## src/rmlp_pkg.sv

```systemverilog
// Shared types and constants of the RTP MIDI list parser.
`timescale 1ns / 1ps

package rmlp_pkg;

  localparam logic [2:0] ERR_NONE      = 3'd0;
  localparam logic [2:0] ERR_PTYPE     = 3'd1;
  localparam logic [2:0] ERR_SSRC      = 3'd2;
  localparam logic [2:0] ERR_DATA      = 3'd3;
  localparam logic [2:0] ERR_TRUNCATED = 3'd4;

  localparam logic [6:0] PAYLOAD_TYPE = 7'h61;

  // One decoded result.
  typedef struct packed {
    logic [7:0] midi_byte;
    logic       msg_first;
    logic       msg_last;
    logic       sysex_fragment;
    logic [2:0] error_code;
  } res_t;

  // Results caused by one packet byte: r0 always, r1 when two is set.
  typedef struct packed {
    logic two;
    res_t r0;
    res_t r1;
  } bundle_t;

endpackage

```

## src/rtp_midi_list_parser_core.sv

```systemverilog
// Top level of the RTP MIDI list parser.
`timescale 1ns / 1ps

// Takes an RTP MIDI packet one byte per cycle and returns the MIDI bytes of its
// command list, with first/last marks, SysEx fragment marks and error codes.
// in_ready stays high while the result queue has room, so a byte is taken every
// cycle. Each byte yields zero, one or two results; the back end sends one
// result per cycle while out_ready is high, so a byte whose running status is
// put back in front gives two results, and a queue of QUEUE_DEPTH bundles
// absorbs such bursts. A byte's bundle is written into the queue and from
// there loaded into the output register that drives out_valid.
// cfg_wr_data is the expected SSRC; write it only while the block is idle.
module rtp_midi_list_parser_core #(
  parameter int QUEUE_DEPTH = 4
) (
  input  logic        clk,
  input  logic        rst_n,
  input  logic        cfg_wr_en,
  input  logic [31:0] cfg_wr_data,
  input  logic        in_valid,
  output logic        in_ready,
  input  logic [7:0]  in_data_byte,
  input  logic        in_packet_start,
  input  logic        in_packet_end,
  output logic        out_valid,
  input  logic        out_ready,
  output logic [7:0]  out_midi_byte,
  output logic        out_msg_first,
  output logic        out_msg_last,
  output logic        out_sysex_fragment,
  output logic [2:0]  out_error_code
);

  logic [31:0]       ssrc_cfg_r;
  logic              byte_vld;
  logic              push, pop, q_empty, q_full;
  rmlp_pkg::bundle_t push_data, head;
  rmlp_pkg::res_t    out_res;

  always_ff @(posedge clk) begin
    if (!rst_n) begin
      ssrc_cfg_r <= 32'd0;
    end else if (cfg_wr_en) begin
      ssrc_cfg_r <= cfg_wr_data;
    end
  end

  assign in_ready = !q_full;
  assign byte_vld = in_valid && in_ready;

  rmlp_front u_front (
    .clk          (clk),
    .rst_n        (rst_n),
    .expected_ssrc(ssrc_cfg_r),
    .byte_vld     (byte_vld),
    .data_byte    (in_data_byte),
    .packet_start (in_packet_start),
    .packet_end   (in_packet_end),
    .push         (push),
    .push_data    (push_data)
  );

  rmlp_queue #(.DEPTH(QUEUE_DEPTH)) u_queue (
    .clk      (clk),
    .rst_n    (rst_n),
    .push     (push),
    .push_data(push_data),
    .pop      (pop),
    .head     (head),
    .empty    (q_empty),
    .full     (q_full)
  );

  rmlp_back u_back (
    .clk      (clk),
    .rst_n    (rst_n),
    .head     (head),
    .empty    (q_empty),
    .pop      (pop),
    .out_valid(out_valid),
    .out_ready(out_ready),
    .out_res  (out_res)
  );

  assign out_midi_byte      = out_res.midi_byte;
  assign out_msg_first      = out_res.msg_first;
  assign out_msg_last       = out_res.msg_last;
  assign out_sysex_fragment = out_res.sysex_fragment;
  assign out_error_code     = out_res.error_code;

endmodule

```

## src/rmlp_front.sv

```systemverilog
// Front end: packet header check, MIDI list walk, result bundle generation.
`timescale 1ns / 1ps

module rmlp_front (
  input  logic             clk,
  input  logic             rst_n,
  input  logic [31:0]      expected_ssrc,
  input  logic             byte_vld,
  input  logic [7:0]       data_byte,
  input  logic             packet_start,
  input  logic             packet_end,
  output logic             push,
  output rmlp_pkg::bundle_t push_data
);

  localparam logic [2:0] PH_IDLE  = 3'd0;
  localparam logic [2:0] PH_HDR   = 3'd1;
  localparam logic [2:0] PH_LENLO = 3'd2;
  localparam logic [2:0] PH_DELTA = 3'd3;
  localparam logic [2:0] PH_START = 3'd4;
  localparam logic [2:0] PH_BODY  = 3'd5;
  localparam logic [2:0] PH_SYSEX = 3'd6;
  localparam logic [2:0] PH_TAIL  = 3'd7;

  logic [2:0]  phase_r, phase_nxt;
  logic [3:0]  hcount_r, hcount_nxt;
  logic [11:0] lrem_r, lrem_nxt;
  logic [1:0]  mrem_r, mrem_nxt;
  logic [7:0]  rstat_r, rstat_nxt;
  logic [31:0] ssrc_r, ssrc_nxt;
  logic        insx_r, insx_nxt;
  logic        bad_r, bad_nxt;

  logic [1:0]  nres;
  rmlp_pkg::res_t res0, res1;

  function automatic logic [1:0] voice_len(input logic [7:0] st);
    voice_len = (st[7:4] == 4'hC || st[7:4] == 4'hD) ? 2'd2 : 2'd3;
  endfunction

  function automatic rmlp_pkg::res_t mk(input logic [7:0] b, input logic first,
                                        input logic last, input logic frag);
    rmlp_pkg::res_t r;
    r.midi_byte      = b;
    r.msg_first      = first;
    r.msg_last       = last;
    r.sysex_fragment = frag;
    r.error_code     = rmlp_pkg::ERR_NONE;
    mk = r;
  endfunction

  always_comb begin
    logic [2:0]  ph;
    logic [3:0]  hc;
    logic [11:0] lr;
    logic [1:0]  mr;
    logic [7:0]  rs;
    logic [31:0] ss;
    logic        ix;
    logic        bd;
    logic [2:0]  fcode;
    logic        done;
    logic        hdr_go;
    logic        sl_go;
    logic        sl_z;
    logic [1:0]  len;
    logic        frag;
    logic [7:0]  b;

    ph = phase_r; hc = hcount_r; lr = lrem_r; mr = mrem_r;
    rs = rstat_r; ss = ssrc_r; ix = insx_r; bd = bad_r;
    fcode = rmlp_pkg::ERR_NONE;
    done = 1'b0; hdr_go = 1'b0; sl_go = 1'b0; sl_z = 1'b0;
    len = 2'd0; frag = 1'b0;
    b = data_byte;
    nres = 2'd0;
    res0 = '0;
    res1 = '0;

    if (packet_start) begin
      ph = PH_HDR; hc = 4'd0; lr = 12'd0; mr = 2'd0; bd = 1'b0;
    end

    if (!bd) begin
      case (ph)
        PH_HDR: begin
          hdr_go = 1'b1;
          if (hc == 4'd1 && b[6:0] != rmlp_pkg::PAYLOAD_TYPE) begin
            fcode = rmlp_pkg::ERR_PTYPE;
            hdr_go = 1'b0;
          end else if (hc inside {[4'd8:4'd11]}) begin
            ss = {ss[23:0], b};
            if (hc == 4'd11 && ss != expected_ssrc) begin
              fcode = rmlp_pkg::ERR_SSRC;
              hdr_go = 1'b0;
            end
          end
          if (hdr_go) begin
            if (hc < 4'd12) begin
              hc = hc + 4'd1;
            end else if (b[7]) begin
              // long header: length high nibble now, low byte next
              lr = {b[3:0], 8'h00};
              hc = b[5] ? 4'd13 : 4'd12;
              ph = PH_LENLO;
            end else begin
              lr = {8'h00, b[3:0]};
              sl_go = 1'b1;
              sl_z = b[5];
            end
          end
        end
        PH_LENLO: begin
          lr = lr | {4'h0, b};
          sl_go = 1'b1;
          sl_z = (hc == 4'd13);
        end
        PH_DELTA, PH_START, PH_BODY, PH_SYSEX: begin
          lr = lr - 12'd1;
          case (ph)
            PH_DELTA: begin
              if (!b[7]) ph = PH_START;
            end
            PH_START: begin
              if (!b[7]) begin
                if (rs == 8'h00) begin
                  fcode = rmlp_pkg::ERR_DATA;
                end else begin
                  // abbreviated message: put the running status back in front
                  len = voice_len(rs);
                  res0 = mk(rs, 1'b1, 1'b0, 1'b0);
                  res1 = mk(b, 1'b0, len == 2'd2, 1'b0);
                  nres = 2'd2;
                  mr = len - 2'd2;
                  if (mr == 2'd0) done = 1'b1;
                  else ph = PH_BODY;
                end
              end else if (b < 8'hF0) begin
                rs = b;
                res0 = mk(b, 1'b1, 1'b0, 1'b0);
                nres = 2'd1;
                mr = voice_len(b) - 2'd1;
                ph = PH_BODY;
              end else if (b inside {8'hF0, 8'hF7, 8'hF4}) begin
                rs = 8'h00;
                ix = (b != 8'hF0);
                res0 = mk(b, 1'b1, 1'b0, ix);
                nres = 2'd1;
                ph = PH_SYSEX;
              end else if (b inside {8'hF5, 8'hFD}) begin
                fcode = rmlp_pkg::ERR_DATA;
              end else begin
                if (b == 8'hF1 || b == 8'hF3) len = 2'd2;
                else if (b == 8'hF2) len = 2'd3;
                else len = 2'd1;
                if (b < 8'hF8) rs = 8'h00;
                res0 = mk(b, 1'b1, len == 2'd1, 1'b0);
                nres = 2'd1;
                mr = len - 2'd1;
                if (mr == 2'd0) done = 1'b1;
                else ph = PH_BODY;
              end
            end
            PH_BODY: begin
              mr = mr - 2'd1;
              res0 = mk(b, 1'b0, mr == 2'd0, 1'b0);
              nres = 2'd1;
              if (mr == 2'd0) done = 1'b1;
            end
            default: begin
              if (!b[7]) begin
                res0 = mk(b, 1'b0, 1'b0, ix);
              end else begin
                if (b == 8'hF7) begin
                  frag = ix; ix = 1'b0;
                end else if (b == 8'hF0) begin
                  frag = 1'b1; ix = 1'b1;
                end else begin
                  frag = 1'b1; ix = 1'b0;
                end
                res0 = mk(b, 1'b0, 1'b1, frag);
                done = 1'b1;
              end
              nres = 2'd1;
            end
          endcase
          if (fcode == rmlp_pkg::ERR_NONE) begin
            if (done) ph = (lr != 12'd0) ? PH_DELTA : PH_TAIL;
            else if (lr == 12'd0) fcode = rmlp_pkg::ERR_TRUNCATED;
          end
        end
        default: begin
        end
      endcase
      if (sl_go) begin
        rs = 8'h00;
        mr = 2'd0;
        if (lr == 12'd0) ph = PH_TAIL;
        else ph = sl_z ? PH_DELTA : PH_START;
      end
    end

    if (fcode != rmlp_pkg::ERR_NONE) begin
      bd = 1'b1;
      ph = PH_IDLE;
    end

    if (packet_end) begin
      if (!bd && ph != PH_IDLE && ph != PH_TAIL) begin
        fcode = rmlp_pkg::ERR_TRUNCATED;
        bd = 1'b1;
      end
      ph = PH_IDLE;
    end

    // error goes on the last result of the byte, or in a result of its own
    if (fcode != rmlp_pkg::ERR_NONE) begin
      if (nres == 2'd0) begin
        res0.error_code = fcode;
        nres = 2'd1;
      end else if (nres == 2'd1) begin
        res0.error_code = fcode;
      end else begin
        res1.error_code = fcode;
      end
    end

    phase_nxt = ph; hcount_nxt = hc; lrem_nxt = lr; mrem_nxt = mr;
    rstat_nxt = rs; ssrc_nxt = ss; insx_nxt = ix; bad_nxt = bd;
  end

  assign push           = byte_vld && (nres != 2'd0);
  assign push_data.two  = (nres == 2'd2);
  assign push_data.r0   = res0;
  assign push_data.r1   = res1;

  always_ff @(posedge clk) begin
    if (!rst_n) begin
      phase_r  <= PH_IDLE;
      hcount_r <= 4'd0;
      lrem_r   <= 12'd0;
      mrem_r   <= 2'd0;
      rstat_r  <= 8'h00;
      ssrc_r   <= 32'd0;
      insx_r   <= 1'b0;
      bad_r    <= 1'b0;
    end else if (byte_vld) begin
      phase_r  <= phase_nxt;
      hcount_r <= hcount_nxt;
      lrem_r   <= lrem_nxt;
      mrem_r   <= mrem_nxt;
      rstat_r  <= rstat_nxt;
      ssrc_r   <= ssrc_nxt;
      insx_r   <= insx_nxt;
      bad_r    <= bad_nxt;
    end
  end

endmodule

```

## src/rmlp_queue.sv

```systemverilog
// Small FIFO of result bundles between front end and back end.
`timescale 1ns / 1ps

module rmlp_queue #(
  parameter int DEPTH = 4
) (
  input  logic              clk,
  input  logic              rst_n,
  input  logic              push,
  input  rmlp_pkg::bundle_t push_data,
  input  logic              pop,
  output rmlp_pkg::bundle_t head,
  output logic              empty,
  output logic              full
);

  localparam int AW = (DEPTH > 1) ? $clog2(DEPTH) : 1;
  localparam logic [AW-1:0] LAST = AW'(DEPTH - 1);
  localparam logic [AW:0]   FULL_CNT = (AW + 1)'(DEPTH);

  rmlp_pkg::bundle_t mem_r [DEPTH];
  logic [AW-1:0] wptr_r, wptr_nxt;
  logic [AW-1:0] rptr_r, rptr_nxt;
  logic [AW:0]   cnt_r, cnt_nxt;
  logic          do_push, do_pop;

  assign empty   = (cnt_r == '0);
  assign full    = (cnt_r == FULL_CNT);
  assign do_push = push && !full;
  assign do_pop  = pop && !empty;
  assign head    = mem_r[rptr_r];

  always_comb begin
    wptr_nxt = wptr_r;
    rptr_nxt = rptr_r;
    cnt_nxt  = cnt_r;
    if (do_push) wptr_nxt = (wptr_r == LAST) ? '0 : wptr_r + 1'b1;
    if (do_pop)  rptr_nxt = (rptr_r == LAST) ? '0 : rptr_r + 1'b1;
    if (do_push && !do_pop) cnt_nxt = cnt_r + 1'b1;
    else if (do_pop && !do_push) cnt_nxt = cnt_r - 1'b1;
  end

  always_ff @(posedge clk) begin
    if (!rst_n) begin
      wptr_r <= '0;
      rptr_r <= '0;
      cnt_r  <= '0;
    end else begin
      wptr_r <= wptr_nxt;
      rptr_r <= rptr_nxt;
      cnt_r  <= cnt_nxt;
    end
  end

  always_ff @(posedge clk) begin
    if (do_push) mem_r[wptr_r] <= push_data;
  end

endmodule

```

## src/rmlp_back.sv

```systemverilog
// Back end: unpacks bundles and drives the result channel, one result per cycle while out_ready is high.
`timescale 1ns / 1ps

module rmlp_back (
  input  logic              clk,
  input  logic              rst_n,
  input  rmlp_pkg::bundle_t head,
  input  logic              empty,
  output logic              pop,
  output logic              out_valid,
  input  logic              out_ready,
  output rmlp_pkg::res_t    out_res
);

  rmlp_pkg::bundle_t cur_r, cur_nxt;
  logic              sel_r, sel_nxt;
  logic              vld_r, vld_nxt;
  logic              need;

  // a new bundle is needed when nothing is held, or the last result of it leaves
  assign need = !vld_r || (out_ready && (sel_r || !cur_r.two));
  assign pop  = need && !empty;

  always_comb begin
    cur_nxt = cur_r;
    sel_nxt = sel_r;
    vld_nxt = vld_r;
    if (need) begin
      vld_nxt = !empty;
      sel_nxt = 1'b0;
      if (!empty) cur_nxt = head;
    end else if (out_ready) begin
      sel_nxt = 1'b1;
    end
  end

  always_ff @(posedge clk) begin
    if (!rst_n) begin
      vld_r <= 1'b0;
      sel_r <= 1'b0;
    end else begin
      vld_r <= vld_nxt;
      sel_r <= sel_nxt;
    end
  end

  always_ff @(posedge clk) begin
    cur_r <= cur_nxt;
  end

  assign out_valid = vld_r;
  assign out_res   = sel_r ? cur_r.r1 : cur_r.r0;

endmodule

```

## config.mk

```make
export PLATFORM = sky130hd
export DESIGN_NAME = rtp_midi_list_parser_core
export DESIGN_NICKNAME = d
export VERILOG_FILES = /design/src/rmlp_pkg.sv /design/src/rtp_midi_list_parser_core.sv /design/src/rmlp_front.sv /design/src/rmlp_queue.sv /design/src/rmlp_back.sv
export SDC_FILE = /design/constraint.sdc
export NUM_CORES = 1
export LEC_CHECK = 0
export CORE_UTILIZATION = 61
export CTS_BUF_LIST = sky130_fd_sc_hd__clkbuf_2
export CTS_CLUSTER_SIZE = 8
export DETAILED_ROUTE_END_ITERATION = 8
export DONT_BUFFER_PORTS = 1
export PLACE_DENSITY = 0.84
export SLEW_MARGIN = 0
export SYNTH_ARGS = -nofsm -noshare
export SYNTH_HDL_FRONTEND = slang
export SYNTH_HIERARCHICAL = 1
export SYNTH_SLANG_ARGS = --single-unit
```

## constraint.sdc

```tcl
create_clock -name clk -period 7.55 [get_ports clk]
set_input_delay 2.265 -clock clk [delete_from_list [all_inputs] [get_ports clk]]
set_output_delay 2.265 -clock clk [all_outputs]
set_load 0.005 [all_outputs]
```

==> run_results.csv <==
group,metric,value,unit
synthesis,synth_top_family_by_area,"simple AND/OR/NAND/NOR gates",
global_route,grt.overflow.total,0,
synthesis,yosys.area_share.simple,14.1,%
global_route,grt_max_degree,101,
worst_setup_path,cp_cell_sequence,"or4b_4 -> nor2_1 -> a22oi_1 -> a21oi_1 -> a31o_2 -> a211oi_2 -> a31oi_1 -> o21ai_1 -> a31oi_1 -> nor2b_1 -> buf_4 -> ha_1 -> inv_1 -> fa_1 -> xor2_1 -> or3_1 -> a21boi_0",
synthesis,synth-seq-area-share,54.8,%
power_and_ir_drop,power_density,255,nW/um2
clocking,cts_buffer_depth,3,
timing,maxSlewHeadroom,31.0,%
clocking,cts-root-buf,"clkbuf_2",
worst_setup_path,critPathKind,"primary input to flip-flop",
clocking,path_clk_slew,100,ps
synthesis,yosys_warnings,6,
finish,area_growth,4.65,%
worst_setup_path,worstPathRequired,8310,ps
worst_setup_path,crit_top_cell,"a31oi_1",
drt,drtAntennaViolNets,0,
power_and_ir_drop,p_leak,4.19,nW
floorplan,dieArea,19400,um2
timing,skew,91.0,ps
timing,min_period_over_period,74.1,%
worst_hold_path,hold_path_class,"flip-flop to flip-flop",
worst_setup_path,cp-end-kind,"flip-flop",
clocking,htreeDepth,2,
place,dp.final_hpwl,16200,um
synthesis,muxShareOfSynthArea,10.5,%
drt,drt_first_pass_iters,5,
worst_setup_path,arrival,6360,ps
finish,fin_cells,1249,
timing,post-route-min-period,5590,ps
synthesis,synth_area,11500,um2
synthesis,synth_fa_ha_area_share,1.37,%
worst_setup_path,r2r-start,"u_front/phase_r[1]",
power_and_ir_drop,vdd_drop_max,0.130,mV
floorplan,dieWidth,139,um
worst_setup_path,crit_path_max_incr_delay,500,ps
timing,fin_setup_tns,0,ps
drt,drt_iter0_drc,679,
floorplan,coreArea,18200,um2
place,place.gp.congestion,0.912,
clocking,ctsHoldBuffers,0,
floorplan,start_util,63.2,%
place,io_buffer_count,0,
clocking,clock_latency,860,ps
timing,max_freq,179,MHz
place,placedCellCount,1147,
drt,via_per_inst,6.17,
floorplan,pin_count,63,
drt,num_vias,7709,
timing,rsz0062_at_grt,"false",
worst_setup_path,crit_fanout,28,
drt,wl,24700,um
global_route,antenna_found_initial,1,
floorplan,die_y,139,um
global_route,grt_pass1_wl,39800,um
clocking,cts-resized-gates,0,
synthesis,syn_inst,969,
worst_setup_path,start_kind,"primary input",
drt,drc,0,
synthesis,async_flop_share,0,%
synthesis,yosys.cell_types.count,85,
synthesis,synth_compound_area_share,12.4,%
outcome,status,"finished, final reports clean",
timing,tightest_slew,1040,ps
synthesis,ys_ff_latch,243,
clocking,cts_buffers,56,
global_route,gr-usage-all-layers,26.0,%
synthesis,ys.flop_type,"edfxtp_1",
floorplan,row_count,49,
worst_hold_path,hp-start,"u_front/ssrc_r[21]",
synthesis,syn_avg_cell_area,11.9,um2
worst_setup_path,cp-startpoint,"in_packet_start",
clocking,cts_sinks,243,
timing,holdWs,480,ps
timing,drv_slew,0,
timing,final-setup-viol-count,0,
timing,hold_viol_final,0,
job,maxCapViolCount,0,
synthesis,synth-edff-count,145,
synthesis,synth_xor_area_share,2.89,%
finish,drive_gt1_share,16.3,%
worst_setup_path,cp_slowest_cell,"or4b_4",
clocking,cts_setup_buffers,0,
clocking,cts_tree,"yes",
drt,wire_per_inst,19.8,um
finish,nNetsFinal,1035,
global_route,grt_pass1_vias,7580,
## cell usage in the layout (no fill, tap or decap), types with 5 or more instances in the layout
master and n:
edfxtp_1 145, nand2_1 102, dfxtp_1 97, clkbuf_2 85, nor2b_1 55, mux2i_1 36, nor2_1 36, xnor2_1 35
a21oi_1 34, o21ai_0 33, a21boi_0 32, mux4_2 28, a22oi_1 18, nor3_1 16, nand3_1 15, inv_1 14
and2_1 14, nand4_1 14, a31oi_1 14, buf_4 13, clkinv_1 12, ha_1 11, nor4_1 10, nand2b_1 10
mux2_4 9, o21a_1 7, o211ai_1 7, mux2_2 5, conb_1 5
## flip-flops by register name, summed over array words and instances (netlist names), named ones only
signal            count
u_back/sel_r          1
u_front/hcount_r      4
u_front/mrem_r        2
u_queue/rptr_r        2
u_front/ssrc_r       24
u_front/insx_r        1
u_front/phase_r       3
u_queue/cnt_r         3
u_back/out_valid      1
u_queue/mem_r       116
u_front/rstat_r       8
ssrc_cfg_r           32
u_back/cur_r         29
u_queue/wptr_r        2
u_front/bad_r         1
u_front/lrem_r       12
## stage by stage
step / instance area [um2] / power, mW / util, % / setup WS, ps
after floorplan: 11500 / 2.18 / - / 800
after global placement: 11500 / 2.26 / 63.3 / 1380
after detailed placement: 11500 / 2.28 / 63.3 / 1200
after CTS: 12000 / 3.11 / 66.2 / 2150
after global routing: 12100 / 3.23 / 66.2 / 1610
final: 12100 / 3.07 / 66.2 / 1960
## worst paths after layout
check	endpoint	slack (ps)	depth (start not counted)
worst max-delay path	u_queue/cnt_r[2]	1960	17
worst min-delay path	u_front/ssrc_r[21]	480	2
worst max register to register	u_queue/cnt_r[2]	2580	17
worst min register to register	u_front/ssrc_r[21]	480	2
## synth_stat cells (6+ instances only)
cell type / instances / area, um2
nor2b_1: 56 / 350
a22oi_1: 18 / 135
nor3_1: 17 / 85.1
a21oi_1: 34 / 170
inv_1: 14 / 52.6
nor2_1: 36 / 135
a21boi_0: 32 / 240
clkbuf_1: 45 / 169
a31oi_1: 14 / 87.6
buf_2: 6 / 30.0
o211ai_1: 7 / 52.6
nand4_1: 14 / 87.6
nand2_1: 102 / 383
o21ai_0: 33 / 165
ha_1: 11 / 138
nand3_1: 15 / 75.1
edfxtp_1: 145 / 4350
o21a_1: 7 / 52.6
mux4_2: 28 / 631
buf_4: 6 / 45.0
xnor2_1: 35 / 307
mux2_4: 9 / 135
mux2i_1: 36 / 360
nor4_1: 10 / 62.6
nand2b_1: 10 / 62.6
and2_1: 14 / 87.6
dfxtp_1: 98 / 1960
## power by group
| part | internal [mW] | switching [mW] | leakage, nW |
|---|---|---|---|
| combinational | 0.276 | 0.265 | 1.65 |
| sequential | 1.59 | 0.116 | 2.14 |
| clock | 0.336 | 0.489 | 0.397 |
| total | 2.20 | 0.870 | 4.19 |
## cells by family (layout without fill, tap and decap cells)
| family | count (synthesis) | in the layout |
|---|---|---|
| and+or+nand+nor | 307 | 307 |
| DFF | 243 | 243 |
| AOI/OAI and AO/OA | 206 | 206 |
| buffers and inverters | 83 | 129 |
| muxes | 79 | 79 |
| xor gates and xnor gates | 38 | 38 |
| adders and majority gates | 12 | 12 |
| other | 1 | 6 |
## worst max-delay path: cells and delay by family
family | cells | cell delay [ps]
XOR/XNOR | 1 | 180
adder cells (fa/ha/maj) | 2 | 550
AND/OR/NAND/NOR | 4 | 1430
buffers and inverters | 2 | 210
AO/OA/AOI/OAI | 8 | 1720
## metal layers
metal	vias up	GRT usage (%)	wire (um)
met1	3729	34.7	10600
met5	-	0	0
met3	41	5.99	1720
met4	0	10.2	580
met2	295	41.5	11800
li1	3644	-	-
## final cells by class
cell class	instances	area (um2)
Inverter	15	56.3
Tap cell	229	287
Multi-Input combinational cell	647	4770
Timing Repair Buffer	13	97.6
Sequential cell	243	6320
Clock buffer	85	425
Antenna cell	1	2.50
Fill cell	1372	6160
Clock inverter	16	96.3
(Power assumes the default switching activity.)
